--- src/rtl/core/sha1_pkg.sv ---
`default_nettype none

package sha1_pkg;

  // Initial chaining words H0..H4
  localparam logic [31:0] H_INIT [5] = '{
    32'h67452301, 32'hEFCDAB89, 32'h98BADCFE, 32'h10325476, 32'hC3D2E1F0
  };

  // Round constants, one per group of twenty rounds
  localparam logic [31:0] K_R0 = 32'h5A827999;
  localparam logic [31:0] K_R1 = 32'h6ED9EBA1;
  localparam logic [31:0] K_R2 = 32'h8F1BBCDC;
  localparam logic [31:0] K_R3 = 32'hCA62C1D6;

  // Padding marker byte
  localparam logic [7:0] PAD_MARK = 8'h80;

  // Word indexes within a 16-word block used by the padder
  localparam logic [3:0] LEN_HI_SLOT = 4'd14;
  localparam logic [3:0] LAST_SLOT   = 4'd15;
  localparam logic [3:0] PRE_LEN_SLOT = 4'd13;

  // One block word moving from the padder to the compression core
  typedef struct packed {
    logic [31:0] word;
    logic        msg_end;  // last word of the final block of a message
  } sha1_qword_t;

endpackage

`default_nettype wire

--- src/rtl/core/sha1_in_if.sv ---
`default_nettype none

interface sha1_in_if;
  logic       valid;
  logic       ready;
  logic [7:0] msg_byte;
  logic       byte_valid;
  logic       last_byte;

  modport source (output valid, output msg_byte, output byte_valid, output last_byte,
                  input ready);
  modport sink   (input valid, input msg_byte, input byte_valid, input last_byte,
                  output ready);
endinterface

`default_nettype wire

--- src/rtl/core/sha1_out_if.sv ---
`default_nettype none

interface sha1_out_if;
  logic        valid;
  logic        ready;
  logic [31:0] digest_word;
  logic [2:0]  word_index;
  logic        last_word;

  modport source (output valid, output digest_word, output word_index, output last_word,
                  input ready);
  modport sink   (input valid, input digest_word, input word_index, input last_word,
                  output ready);
endinterface

`default_nettype wire

--- src/rtl/core/sha1_queue.sv ---
`default_nettype none

module sha1_queue #(
  parameter int DEPTH = 4
) (
  input  wire                        clk,
  input  wire                        rst,
  input  wire                        push,
  input  wire sha1_pkg::sha1_qword_t push_data,
  output logic                       full,
  input  wire                        pop,
  output logic                       q_valid,
  output sha1_pkg::sha1_qword_t      q_data
);

  localparam int PTR_W = (DEPTH > 1) ? $clog2(DEPTH) : 1;
  localparam int CNT_W = $clog2(DEPTH + 1);
  localparam logic [PTR_W-1:0] LAST_PTR = PTR_W'(DEPTH - 1);
  localparam logic [CNT_W-1:0] FULL_CNT = CNT_W'(DEPTH);

  sha1_pkg::sha1_qword_t entries [DEPTH];
  logic [PTR_W-1:0] wr_ptr;
  logic [PTR_W-1:0] rd_ptr;
  logic [CNT_W-1:0] count;

  logic do_push;
  logic do_pop;

  assign full    = (count == FULL_CNT);
  assign q_valid = (count != '0);
  assign q_data  = entries[rd_ptr];
  assign do_push = push && !full;
  assign do_pop  = pop && q_valid;

  // Storage, no reset needed
  always_ff @(posedge clk) begin
    if (do_push) begin
      entries[wr_ptr] <= push_data;
    end
  end

  // Pointers and fill count
  always_ff @(posedge clk) begin
    if (rst) begin
      wr_ptr <= '0;
      rd_ptr <= '0;
      count  <= '0;
    end else begin
      if (do_push) begin
        wr_ptr <= (wr_ptr == LAST_PTR) ? '0 : wr_ptr + 1'b1;
      end
      if (do_pop) begin
        rd_ptr <= (rd_ptr == LAST_PTR) ? '0 : rd_ptr + 1'b1;
      end
      if (do_push && !do_pop) begin
        count <= count + 1'b1;
      end else if (do_pop && !do_push) begin
        count <= count - 1'b1;
      end
    end
  end

endmodule

`default_nettype wire

--- src/rtl/core/sha1_front.sv ---
`default_nettype none

// Byte packer and padder: turns the byte stream into 32-bit block words.
module sha1_front (
  input  wire                   clk,
  input  wire                   rst,
  sha1_in_if.sink               in_ch,
  input  wire                   q_full,
  output logic                  push,
  output sha1_pkg::sha1_qword_t push_data
);

  typedef enum logic [2:0] {
    ST_TAKE,
    ST_MARK,
    ST_ZERO,
    ST_LEN_HI,
    ST_LEN_LO
  } state_t;

  state_t      state;
  logic [63:0] len;      // message bytes so far
  logic [23:0] acc;      // bytes of the word being packed
  logic [3:0]  pad_wi;   // block word index while padding
  logic        len_ok;   // length may go into slots 14/15 of this block
  logic        take;
  logic [31:0] mark_word;

  assign in_ch.ready = (state == ST_TAKE) && !q_full;
  assign take        = in_ch.valid && in_ch.ready;

  // Partial word closed with the padding marker
  always_comb begin
    unique case (len[1:0])
      2'd0:    mark_word = {sha1_pkg::PAD_MARK, 24'h0};
      2'd1:    mark_word = {acc[7:0], sha1_pkg::PAD_MARK, 16'h0};
      2'd2:    mark_word = {acc[15:0], sha1_pkg::PAD_MARK, 8'h0};
      default: mark_word = {acc[23:0], sha1_pkg::PAD_MARK};
    endcase
  end

  // Word pushed into the queue
  always_comb begin
    push              = 1'b0;
    push_data.word    = 32'h0;
    push_data.msg_end = 1'b0;
    unique case (state)
      ST_TAKE: begin
        push           = take && in_ch.byte_valid && (len[1:0] == 2'd3);
        push_data.word = {acc, in_ch.msg_byte};
      end
      ST_MARK: begin
        push           = !q_full;
        push_data.word = mark_word;
      end
      ST_ZERO: begin
        push = !q_full;
      end
      ST_LEN_HI: begin
        push           = !q_full;
        push_data.word = len[60:29];
      end
      default: begin
        push              = !q_full;
        push_data.word    = {len[28:0], 3'b000};
        push_data.msg_end = 1'b1;
      end
    endcase
  end

  // Packer state and padding sequencer
  always_ff @(posedge clk) begin
    if (rst) begin
      state  <= ST_TAKE;
      len    <= 64'h0;
      pad_wi <= 4'h0;
      len_ok <= 1'b0;
    end else begin
      unique case (state)
        ST_TAKE: begin
          if (take) begin
            if (in_ch.byte_valid) begin
              len <= len + 64'd1;
              acc <= {acc[15:0], in_ch.msg_byte};
            end
            if (in_ch.last_byte) begin
              state <= ST_MARK;
            end
          end
        end
        ST_MARK: begin
          if (push) begin
            pad_wi <= len[5:2] + 4'd1;
            len_ok <= (len[5:2] != sha1_pkg::LEN_HI_SLOT);
            state  <= (len[5:2] == sha1_pkg::PRE_LEN_SLOT) ? ST_LEN_HI : ST_ZERO;
          end
        end
        ST_ZERO: begin
          if (push) begin
            pad_wi <= pad_wi + 4'd1;
            // wrapping into a fresh block leaves room for the length
            if (pad_wi == sha1_pkg::LAST_SLOT) begin
              len_ok <= 1'b1;
            end
            if (pad_wi == sha1_pkg::PRE_LEN_SLOT && len_ok) begin
              state <= ST_LEN_HI;
            end
          end
        end
        ST_LEN_HI: begin
          if (push) begin
            state <= ST_LEN_LO;
          end
        end
        default: begin
          if (push) begin
            len   <= 64'h0;
            state <= ST_TAKE;
          end
        end
      endcase
    end
  end

endmodule

`default_nettype wire

--- src/rtl/core/sha1_back.sv ---
`default_nettype none

// Core: one round per cycle unless waiting for a queue word; 16-word schedule line.
module sha1_back (
  input  wire                        clk,
  input  wire                        rst,
  input  wire                        q_valid,
  input  wire sha1_pkg::sha1_qword_t q_data,
  output logic                       pop,
  sha1_out_if.source                 out_ch
);

  localparam logic [6:0] LAST_ROUND = 7'd79;
  localparam logic [6:0] LOAD_END   = 7'd16;
  localparam logic [6:0] LOAD_LAST  = 7'd15;
  localparam logic [2:0] LAST_IDX   = 3'd4;

  typedef enum logic [1:0] {
    ST_ROUND,
    ST_FOLD,
    ST_EMIT
  } state_t;

  state_t      state;
  logic [6:0]  rnd;
  logic [31:0] a, b, c, d, e;
  logic [31:0] h [5];
  logic [31:0] w [16];       // w[15] is the newest schedule word
  logic        msg_end;
  logic [2:0]  oidx;
  logic        out_valid;
  logic [31:0] out_word;
  logic [2:0]  out_index;
  logic        out_last;

  logic        need_q;
  logic        step;
  logic [31:0] sched_x;
  logic [31:0] wt;
  logic [31:0] f;
  logic [31:0] k;
  logic [31:0] tmp;

  assign need_q = (rnd < LOAD_END);
  assign step   = (state == ST_ROUND) && (!need_q || q_valid);
  assign pop    = step && need_q;

  // Schedule word: from the queue for the first sixteen rounds
  assign sched_x = w[13] ^ w[8] ^ w[2] ^ w[0];
  assign wt      = need_q ? q_data.word : {sched_x[30:0], sched_x[31]};

  // Round function and constant
  always_comb begin
    if (rnd < 7'd20) begin
      f = (b & c) | (~b & d);
      k = sha1_pkg::K_R0;
    end else if (rnd < 7'd40) begin
      f = b ^ c ^ d;
      k = sha1_pkg::K_R1;
    end else if (rnd < 7'd60) begin
      f = (b & c) | (b & d) | (c & d);
      k = sha1_pkg::K_R2;
    end else begin
      f = b ^ c ^ d;
      k = sha1_pkg::K_R3;
    end
  end

  assign tmp = {a[26:0], a[31:27]} + f + e + wt + k;

  // Schedule shift line
  always_ff @(posedge clk) begin
    if (step) begin
      for (int i = 0; i < 15; i++) begin
        w[i] <= w[i+1];
      end
      w[15] <= wt;
    end
  end

  // Digest output register, payload only
  always_ff @(posedge clk) begin
    if (state == ST_EMIT && (!out_valid || out_ch.ready)) begin
      out_word  <= h[oidx];
      out_index <= oidx;
      out_last  <= (oidx == LAST_IDX);
    end
  end

  // Round sequencer, chaining state and output valid
  always_ff @(posedge clk) begin
    if (rst) begin
      state     <= ST_ROUND;
      rnd       <= 7'd0;
      msg_end   <= 1'b0;
      oidx      <= 3'd0;
      out_valid <= 1'b0;
      a <= sha1_pkg::H_INIT[0];
      b <= sha1_pkg::H_INIT[1];
      c <= sha1_pkg::H_INIT[2];
      d <= sha1_pkg::H_INIT[3];
      e <= sha1_pkg::H_INIT[4];
      for (int i = 0; i < 5; i++) begin
        h[i] <= sha1_pkg::H_INIT[i];
      end
    end else begin
      // while emitting, the emit arm decides the output valid
      if (out_valid && out_ch.ready && state != ST_EMIT) begin
        out_valid <= 1'b0;
      end
      unique case (state)
        ST_ROUND: begin
          if (step) begin
            e <= d;
            d <= c;
            c <= {b[1:0], b[31:2]};
            b <= a;
            a <= tmp;
            if (rnd == LOAD_LAST) begin
              msg_end <= q_data.msg_end;
            end
            if (rnd == LAST_ROUND) begin
              rnd   <= 7'd0;
              state <= ST_FOLD;
            end else begin
              rnd <= rnd + 7'd1;
            end
          end
        end
        ST_FOLD: begin
          // add the working words into the chain; a..e restart from it
          h[0] <= h[0] + a;
          h[1] <= h[1] + b;
          h[2] <= h[2] + c;
          h[3] <= h[3] + d;
          h[4] <= h[4] + e;
          a    <= h[0] + a;
          b    <= h[1] + b;
          c    <= h[2] + c;
          d    <= h[3] + d;
          e    <= h[4] + e;
          oidx <= 3'd0;
          state <= msg_end ? ST_EMIT : ST_ROUND;
        end
        default: begin
          if (!out_valid || out_ch.ready) begin
            out_valid <= 1'b1;
            if (oidx == LAST_IDX) begin
              // digest out, start the next message
              a <= sha1_pkg::H_INIT[0];
              b <= sha1_pkg::H_INIT[1];
              c <= sha1_pkg::H_INIT[2];
              d <= sha1_pkg::H_INIT[3];
              e <= sha1_pkg::H_INIT[4];
              for (int i = 0; i < 5; i++) begin
                h[i] <= sha1_pkg::H_INIT[i];
              end
              state <= ST_ROUND;
            end else begin
              oidx <= oidx + 3'd1;
            end
          end
        end
      endcase
    end
  end

  assign out_ch.valid       = out_valid;
  assign out_ch.digest_word = out_word;
  assign out_ch.word_index  = out_index;
  assign out_ch.last_word   = out_last;

endmodule

`default_nettype wire

--- src/rtl/core/sha1_stream_hasher.sv ---
`default_nettype none

// SHA-1 hasher over a byte stream. Each input word carries one byte (used when
// byte_valid is 1) and a last_byte flag; a last word closes the message, and the
// five digest words H0..H4 come out in order, last_word set on H4. The packer
// takes one byte per cycle while the word queue (QUEUE_DEPTH entries) has room
// and no padding is under way. The compression core runs one round per cycle,
// waiting on the queue in rounds 0..15, then a fold step, per 64-byte block.
// While rounds 16..79 and the fold run, the packer gets only QUEUE_DEPTH words
// ahead, so the rate on a long message is set by the round loop together with
// the queue depth. Closing a message adds padding words up to the end of a
// block, spilling into one more block when the length does not fit, and the
// five digest words go out through the output register; bytes of the next
// message are packed meanwhile until the queue fills.
module sha1_stream_hasher #(
  parameter int QUEUE_DEPTH = 4
) (
  input  wire        clk,
  input  wire        rst,
  sha1_in_if.sink    in_ch,
  sha1_out_if.source out_ch
);

  logic                  q_push;
  sha1_pkg::sha1_qword_t q_push_data;
  logic                  q_full;
  logic                  q_pop;
  logic                  q_valid;
  sha1_pkg::sha1_qword_t q_data;

  sha1_front u_front (
    .clk       (clk),
    .rst       (rst),
    .in_ch     (in_ch),
    .q_full    (q_full),
    .push      (q_push),
    .push_data (q_push_data)
  );

  sha1_queue #(
    .DEPTH (QUEUE_DEPTH)
  ) u_queue (
    .clk       (clk),
    .rst       (rst),
    .push      (q_push),
    .push_data (q_push_data),
    .full      (q_full),
    .pop       (q_pop),
    .q_valid   (q_valid),
    .q_data    (q_data)
  );

  sha1_back u_back (
    .clk     (clk),
    .rst     (rst),
    .q_valid (q_valid),
    .q_data  (q_data),
    .pop     (q_pop),
    .out_ch  (out_ch)
  );

endmodule

`default_nettype wire
--- src/flat_wrapper.sv ---
// flat-port wrapper written by rule: the top's interface ports become plain ports
module sha1_stream_hasher_flat 
#(
  parameter int QUEUE_DEPTH = 4
)
  (clk, rst, in_ch_valid, in_ch_msg_byte, in_ch_byte_valid, in_ch_last_byte, in_ch_ready, out_ch_valid, out_ch_digest_word, out_ch_word_index, out_ch_last_word, out_ch_ready);
  sha1_in_if in_ch_i ();
  sha1_out_if out_ch_i ();
  input  wire clk;
  input  wire rst;
  input wire logic [$bits(in_ch_i.valid)-1:0] in_ch_valid;
  input wire logic [$bits(in_ch_i.msg_byte)-1:0] in_ch_msg_byte;
  input wire logic [$bits(in_ch_i.byte_valid)-1:0] in_ch_byte_valid;
  input wire logic [$bits(in_ch_i.last_byte)-1:0] in_ch_last_byte;
  output wire logic [$bits(in_ch_i.ready)-1:0] in_ch_ready;
  output wire logic [$bits(out_ch_i.valid)-1:0] out_ch_valid;
  output wire logic [$bits(out_ch_i.digest_word)-1:0] out_ch_digest_word;
  output wire logic [$bits(out_ch_i.word_index)-1:0] out_ch_word_index;
  output wire logic [$bits(out_ch_i.last_word)-1:0] out_ch_last_word;
  input wire logic [$bits(out_ch_i.ready)-1:0] out_ch_ready;
  assign in_ch_i.valid = in_ch_valid;
  assign in_ch_i.msg_byte = in_ch_msg_byte;
  assign in_ch_i.byte_valid = in_ch_byte_valid;
  assign in_ch_i.last_byte = in_ch_last_byte;
  assign in_ch_ready = in_ch_i.ready;
  assign out_ch_valid = out_ch_i.valid;
  assign out_ch_digest_word = out_ch_i.digest_word;
  assign out_ch_word_index = out_ch_i.word_index;
  assign out_ch_last_word = out_ch_i.last_word;
  assign out_ch_i.ready = out_ch_ready;
  sha1_stream_hasher #(.QUEUE_DEPTH(QUEUE_DEPTH)) u_core (.clk(clk), .rst(rst), .in_ch(in_ch_i), .out_ch(out_ch_i));
endmodule
--- config.mk ---
export PLATFORM = sky130hd
export DESIGN_NAME = sha1_stream_hasher_flat
export DESIGN_NICKNAME = d
export VERILOG_FILES = /design/src/rtl/core/sha1_pkg.sv /design/src/rtl/core/sha1_in_if.sv /design/src/rtl/core/sha1_out_if.sv /design/src/rtl/core/sha1_queue.sv /design/src/rtl/core/sha1_front.sv /design/src/rtl/core/sha1_back.sv /design/src/rtl/core/sha1_stream_hasher.sv /design/src/flat_wrapper.sv
export SDC_FILE = /design/constraint.sdc
export NUM_CORES = 2
export LEC_CHECK = 0
export BUFFER_PORTS_ARGS = -buffer_cell sky130_fd_sc_hd__buf_2
export CAP_MARGIN = 20
export CORE_ASPECT_RATIO = 1.1
export CORE_MARGIN = 10
export CORE_UTILIZATION = 30
export CTS_CLUSTER_SIZE = 10
export DETAILED_ROUTE_END_ITERATION = 6
export GPL_TIMING_DRIVEN = 0
export PLACE_DENSITY = 0.42
export SLEW_MARGIN = 10
export SYNTH_ARGS = -nofsm -noshare
export SYNTH_HDL_FRONTEND = slang
export SYNTH_HIERARCHICAL = 1
export SYNTH_SLANG_ARGS = --single-unit
--- constraint.sdc ---
create_clock -name clk -period 23.8 [get_ports clk]
set_clock_uncertainty 0.1 [all_clocks]
set_input_delay 7.14 -clock clk [delete_from_list [all_inputs] [get_ports clk]]
set_output_delay 7.14 -clock clk [all_outputs]
set_load 0.01 [all_outputs]
======== Word-level counts from Yosys, hierarchy flattened ========
Memories as Yosys holds them, arrays and structs flattened. A register that Yosys moved wholly into a read port is not among the register bits.
Index checks and enable logic that the tools add are counted.
cells by class
  add/sub/neg operators ................... 18
  magnitude comparators ................... 4
  equal/unequal tests ..................... 30
  muxes and demuxes ....................... 94
  bitwise operators ....................... 26
  reductions and logical operators ........ 44
operators by type and width
  cell                                                                  count
  32-bit 2-to-1 mux                                                     31
  32-bit case mux with 2 select lines                                   5
  32-bit adder                                                          9
  64-bit 2-to-1 mux                                                     3
  32-bit XOR                                                            5
  32-bit AND                                                            4
  32-bit case mux with 4 select lines                                   1
  64-bit case mux with 2 select lines                                   1
  32-bit bitwise OR                                                     3
  32-bit case mux with 3 select lines                                   1
  64-bit by 1-bit adder with 64-bit output, second input constant       1
  3-bit 2-to-1 mux                                                      11
  32-bit NOT                                                            1
  31-bit 2-to-1 mux                                                     1
  1-bit 2-to-1 mux                                                      23
  2-bit inequality test, second input constant                          10
  2-bit 2-to-1 mux                                                      9
  4-bit AND reduction                                                   4
  1-bit logical AND                                                     14
  7-bit by 5-bit < comparator with 1-bit output, second input constant  2
  7-bit by 6-bit < comparator with 1-bit output, second input constant  2
  4-bit == test, second input constant                                  3
  3-bit case mux with 4 select lines                                    1
  3-bit AND reduction                                                   4
  other kinds (33)                                                      67
word-level totals
  flip-flop bits (word level) ............. 281
  bits in writable memories ............... 804
  input port bits ......................... 14
  output and inout port bits .............. 38
  memories ................................ 3
memory list
  name                    words  width  read ports  clocked after Yosys merged registers in  wr ports  line              source
  u_core.u_back.w         16     32     16          0                                        16        sha1_back.sv:28   logic [31:0] w [16];
  u_core.u_back.h         5      32     6           1                                        5         sha1_back.sv:27   logic [31:0] h [5];
  u_core.u_queue.entries  4      33     1           1                                        1         sha1_queue.sv:21  sha1_pkg::sha1_qword_t entries [DEPTH];

======== Logic depth before layout (Yosys ltp) ========
  word-level depth ........................ 12
  mapped depth ............................ 25
  gate-level depth less buffers ........... 22

======== By module ========
The synthesis kept the hierarchy.
by module, submodules not included
  module      times used  cells an instance  area an instance (µm²)  sequential area each (µm²)
  sha1_back   1           3720               44888.1                 24743.7
  sha1_queue  1           223                5251.3                  4144.0
  sha1_front  1           580                4969.8                  2102.0

======== Worst setup path before layout ========
OpenSTA, ideal clock, no wires.
  path type ............................... reg-to-reg
  from .................................... register u_core.u_back.rnd[4]
  to ...................................... register u_core.u_back.rnd[5]
  arrival ................................. 12.760 ns
  path slack .............................. 10.870 ns
  cell stages (with the launch flop) ...... 9
  path buffers ............................ 1
  clock period less this slack ............ 12.930 ns
  path through ............................ dfxtp_1 clkbuf_1 nor3_1 nand2b_1 nand2_1 inv_1 nand4_1 or3_1 a21oi_1
between the ends
  cells in the longest elaborated chain, start to end .. 5
  elaborated cells on any way between the ends .. 8
  classes of those cells .................. add/sub (1); order compare (1); eq/ne (1); mux (1); reduce/logical (4)
RTL lines
  element                                        line              source
  from (decl)                                    sha1_back.sv:25   logic [6:0] rnd;
  from (signal assigned)                         sha1_back.sv:126  rnd <= rnd + 7'd1;
  7-bit by 5-bit < comparator with 1-bit output  sha1_back.sv:44   assign need_q = (rnd < LOAD_END);
  1-bit zero test                                sha1_back.sv:45   assign step = (state == ST_ROUND) && (!need_q || q_valid);
  1-bit logical OR                               sha1_back.sv:45
  1-bit logical AND                              sha1_back.sv:45
  via u_core.u_back.step                         sha1_back.sv:37   logic step;
  2-bit AND reduction (no line)                  -
The timed path passes the listed nets, and every way through them passes these cells.
A chain may end at the register's enable or synchronous reset.

==> results.yml <==
worst_hold_path:
  whs_path_depth: 0
  hold_class: "flop to flop"
  worstHoldEndpoint: "u_core/u_back/w[1][28]"
  min-delay-start: "u_core/u_back/w[1][60]"
final_layout:
  multi_input_area_mm2: 0.0223
  fin_nets: 5102
  drive_gt1_share_pct: 9.47
  regArea_mm2: 0.0310
  syn_to_final_growth_pct: 15.0
  n_fill_cell: 18100
global_routing:
  grt_overflow: 0
  grt_pass1_vias: 37300
  grt_first_pass_wirelength_um: 282000
  antenna_found_initial: 22
  grt_max_degree: 127
  grt_usage_pct: 19.3
logic_synthesis:
  syn-mean-instance-area_um2: 12.2
  syn_area_mm2: 0.0551
  synth.distinct_cells: 99
  synthTopCellsByCount: "864 x edfxtp_1, 337 x a21oi_1, 327 x nor2_1"
  ys.flop_type: "edfxtp_1"
  syn_inst: 4523
  synth.most_common_cell: "edfxtp_1"
  synth_area_leader_cell: "edfxtp_1"
  seq_area_frac_synth_pct: 56.2
  syn_nets: 4870
  async_flop_share_pct: 0
  synth_warnings: 6
  synth.top_cell.area_share_pct: 47.1
  ys_ff_latch: 1116
  synth_edf_count: 864
  synthTopCellsByArea: "edfxtp_1 47%, dfxtp_1 9.2%, ha_1 4.7%, fa_1 4.6%, xnor2_1 3.6%"
worst_setup_path:
  cp_max_fo: 49
  path_class: "primary input to flop"
  cp-start-kind: "primary input"
  reg2reg_depth: 23
  regToRegStartpoint: "u_core/u_back/rnd[4]"
  arrival_ps: 10160
  r2r_end: "u_core/u_back/a[29]"
  r2r_slack_ps: 14970
  required_ps: 24140
  end_kind: "flop"
outcome:
  violations: "DRC"
  outcome: "complete, but fails checks"
timing:
  slew_violations: 0
  hold_viol_final: 0
  fmax_ghz: 0.102
  tightestPinTransition_ps: 1310
  period_minus_slack_ps: 9820
  finalSetupViolations: 0
  slew_headroom_pct: 12.7
  fin_crit_sh_pct: 41.3
  rsz0062_at_grt: "no"
  fin_setup_tns_ps: 0
clock_tree:
  post_cts_buffers: 0
  clock-sinks: 1116
  clockBufferDepth: 3
  cts_tree: "done"
  cts_resized: 0
  htree_num_levels: 4
  path_clk_slew_ps: 60
  clockRootBuffer: "clkbuf_16"
  numCtsBuffers: 139
  clkLatencyLatePin_ps: 810
  cts_hold_buf: 0
floorplanning:
  die_h_um: 470
  num_rows: 164
  coreArea_mm2: 0.182
  chipWidth_um: 429
  initial_utilization_pct: 30.2
  dieArea_mm2: 0.201
  io_pins: 52
placement:
  globalplace.congestion: 0.952
  hpwl_um: 149000
  portBuffers: 51
detailed_routing:
  ant_nets: 0
  wl_per_cell_um: 27.6
  wirelength_um: 200000
  remaining_drc_errors: 4
  vias_per_cell: 5.36
  drt_iter0_markers: 4402
  dr_total_vias: 38900
  first_pass_iters: 7
flow_run:
  drv_cap: 0
layout make-up:
class	count	area share, %
Antenna cell	13	0.0514
Buffer	204	1.29
Clock buffer	185	5.96
Clock inverter	37	0.737
Inverter	276	1.66
Multi-Input combinational cell	2927	35.2
Sequential cell	1116	48.9
Tap cell	2407	4.75
Timing Repair Buffer	91	1.43
through the flow:
step / setup WS (ps) / cells / area, µm² / hold slack [ps] / utilization [%]
finish: 13980 / 7256 / 63400 / 300 / 34.8
detailed placement: 13310 / 7014 / 59000 / 305 / 32.4
global route: 13890 / 7244 / 63300 / 305 / 34.8
CTS: 14020 / 7236 / 63200 / 294 / 34.7
global placement: 5240 / 6981 / 58400 / 301 / 32.0
floorplan: 10870 / 4523 / 55100 / 300 / -
sequential cells by signal (all words and copies together), names as in the netlist, 3 cells and up, named ones only:
signal / flops
u_core/u_queue/count: 3
u_core/u_back/d: 32
u_core/u_back/e: 32
u_core/u_front/pad_wi: 4
u_core/u_back/out_ch.word_index: 3
u_core/u_back/out_ch.digest_word: 32
u_core/u_front/acc: 24
u_core/u_back/c: 32
u_core/u_back/rnd: 7
u_core/u_back/h: 160
u_core/u_front/len: 61
u_core/u_back/a: 32
u_core/u_front/state: 3
u_core/u_back/w: 512
u_core/u_queue/entries: 132
u_core/u_back/oidx: 3
u_core/u_back/b: 32
logic make-up (layout without fill, tap and decap cells):
group | Yosys count | after routing | synth area share (%)
buf+inv | 480 | 793 | 3.34
compound gates | 1093 | 1093 | 12.9
mux | 155 | 155 | 4.38
fa+ha+maj | 333 | 333 | 9.28
xor+xnor | 288 | 288 | 4.58
other cells | 0 | 13 | 0
simple gates | 1058 | 1058 | 9.25
flops | 1116 | 1116 | 56.2
critical path, cell delays in order:
cell and delay (ps):
buf_2 330, clkbuf_1 430, clkbuf_1 760, clkbuf_1 430, nor2_1 140, nand2_4 490
buf_16 340
worst max path at each step:
stage	slack, ps	endpoint	depth (start not counted)	start
final	13980	u_core/u_back/h[2][28]	7	rst
after global placement	5240	u_core/u_back/rnd[5]	8	u_core/u_back/rnd[4]
after floorplan	10870	u_core/u_back/rnd[5]	8	u_core/u_back/rnd[4]
after global routing	13890	in_ch_ready	6	u_core/u_queue/count[1]
after CTS	14020	in_ch_ready	6	u_core/u_queue/count[1]
after detailed placement	13310	u_core/u_back/h[1][29]	7	rst
placed cells by master (no fill, tap or decap), drive strengths merged, types with 32 or more instances in the layout:
cell    count
clkinv     32
fa        126
a211oi     45
mux2i      52
dfxtp     252
xor2       62
or4        37
edfxtp    864
nand4      35
ha        207
and3       35
a31oi      39
nand2b     33
o31ai      50
mux2       38
nand3      70
a21oi     337
nand2     272
mux4       65
nor3       63
clkbuf    361
nor2      329
o21ai     220
buf       119
xnor2     226
inv       277
or3        70
a21o       91
o21a       64
layer usage:
layer,share of wire [%],global-route usage (%),up-vias,wire [µm]
met4,4.7,8.32,8,9460
li1,-,-,17300,-
met2,44,29.2,1608,87800
met3,7.2,4.05,406,14400
met1,44,26.5,19600,88500
met5,0.056,0.238,-,112
Power is not shown: default switching activity piles up to over one toggle a cycle in this logic, so the estimate is an artifact.
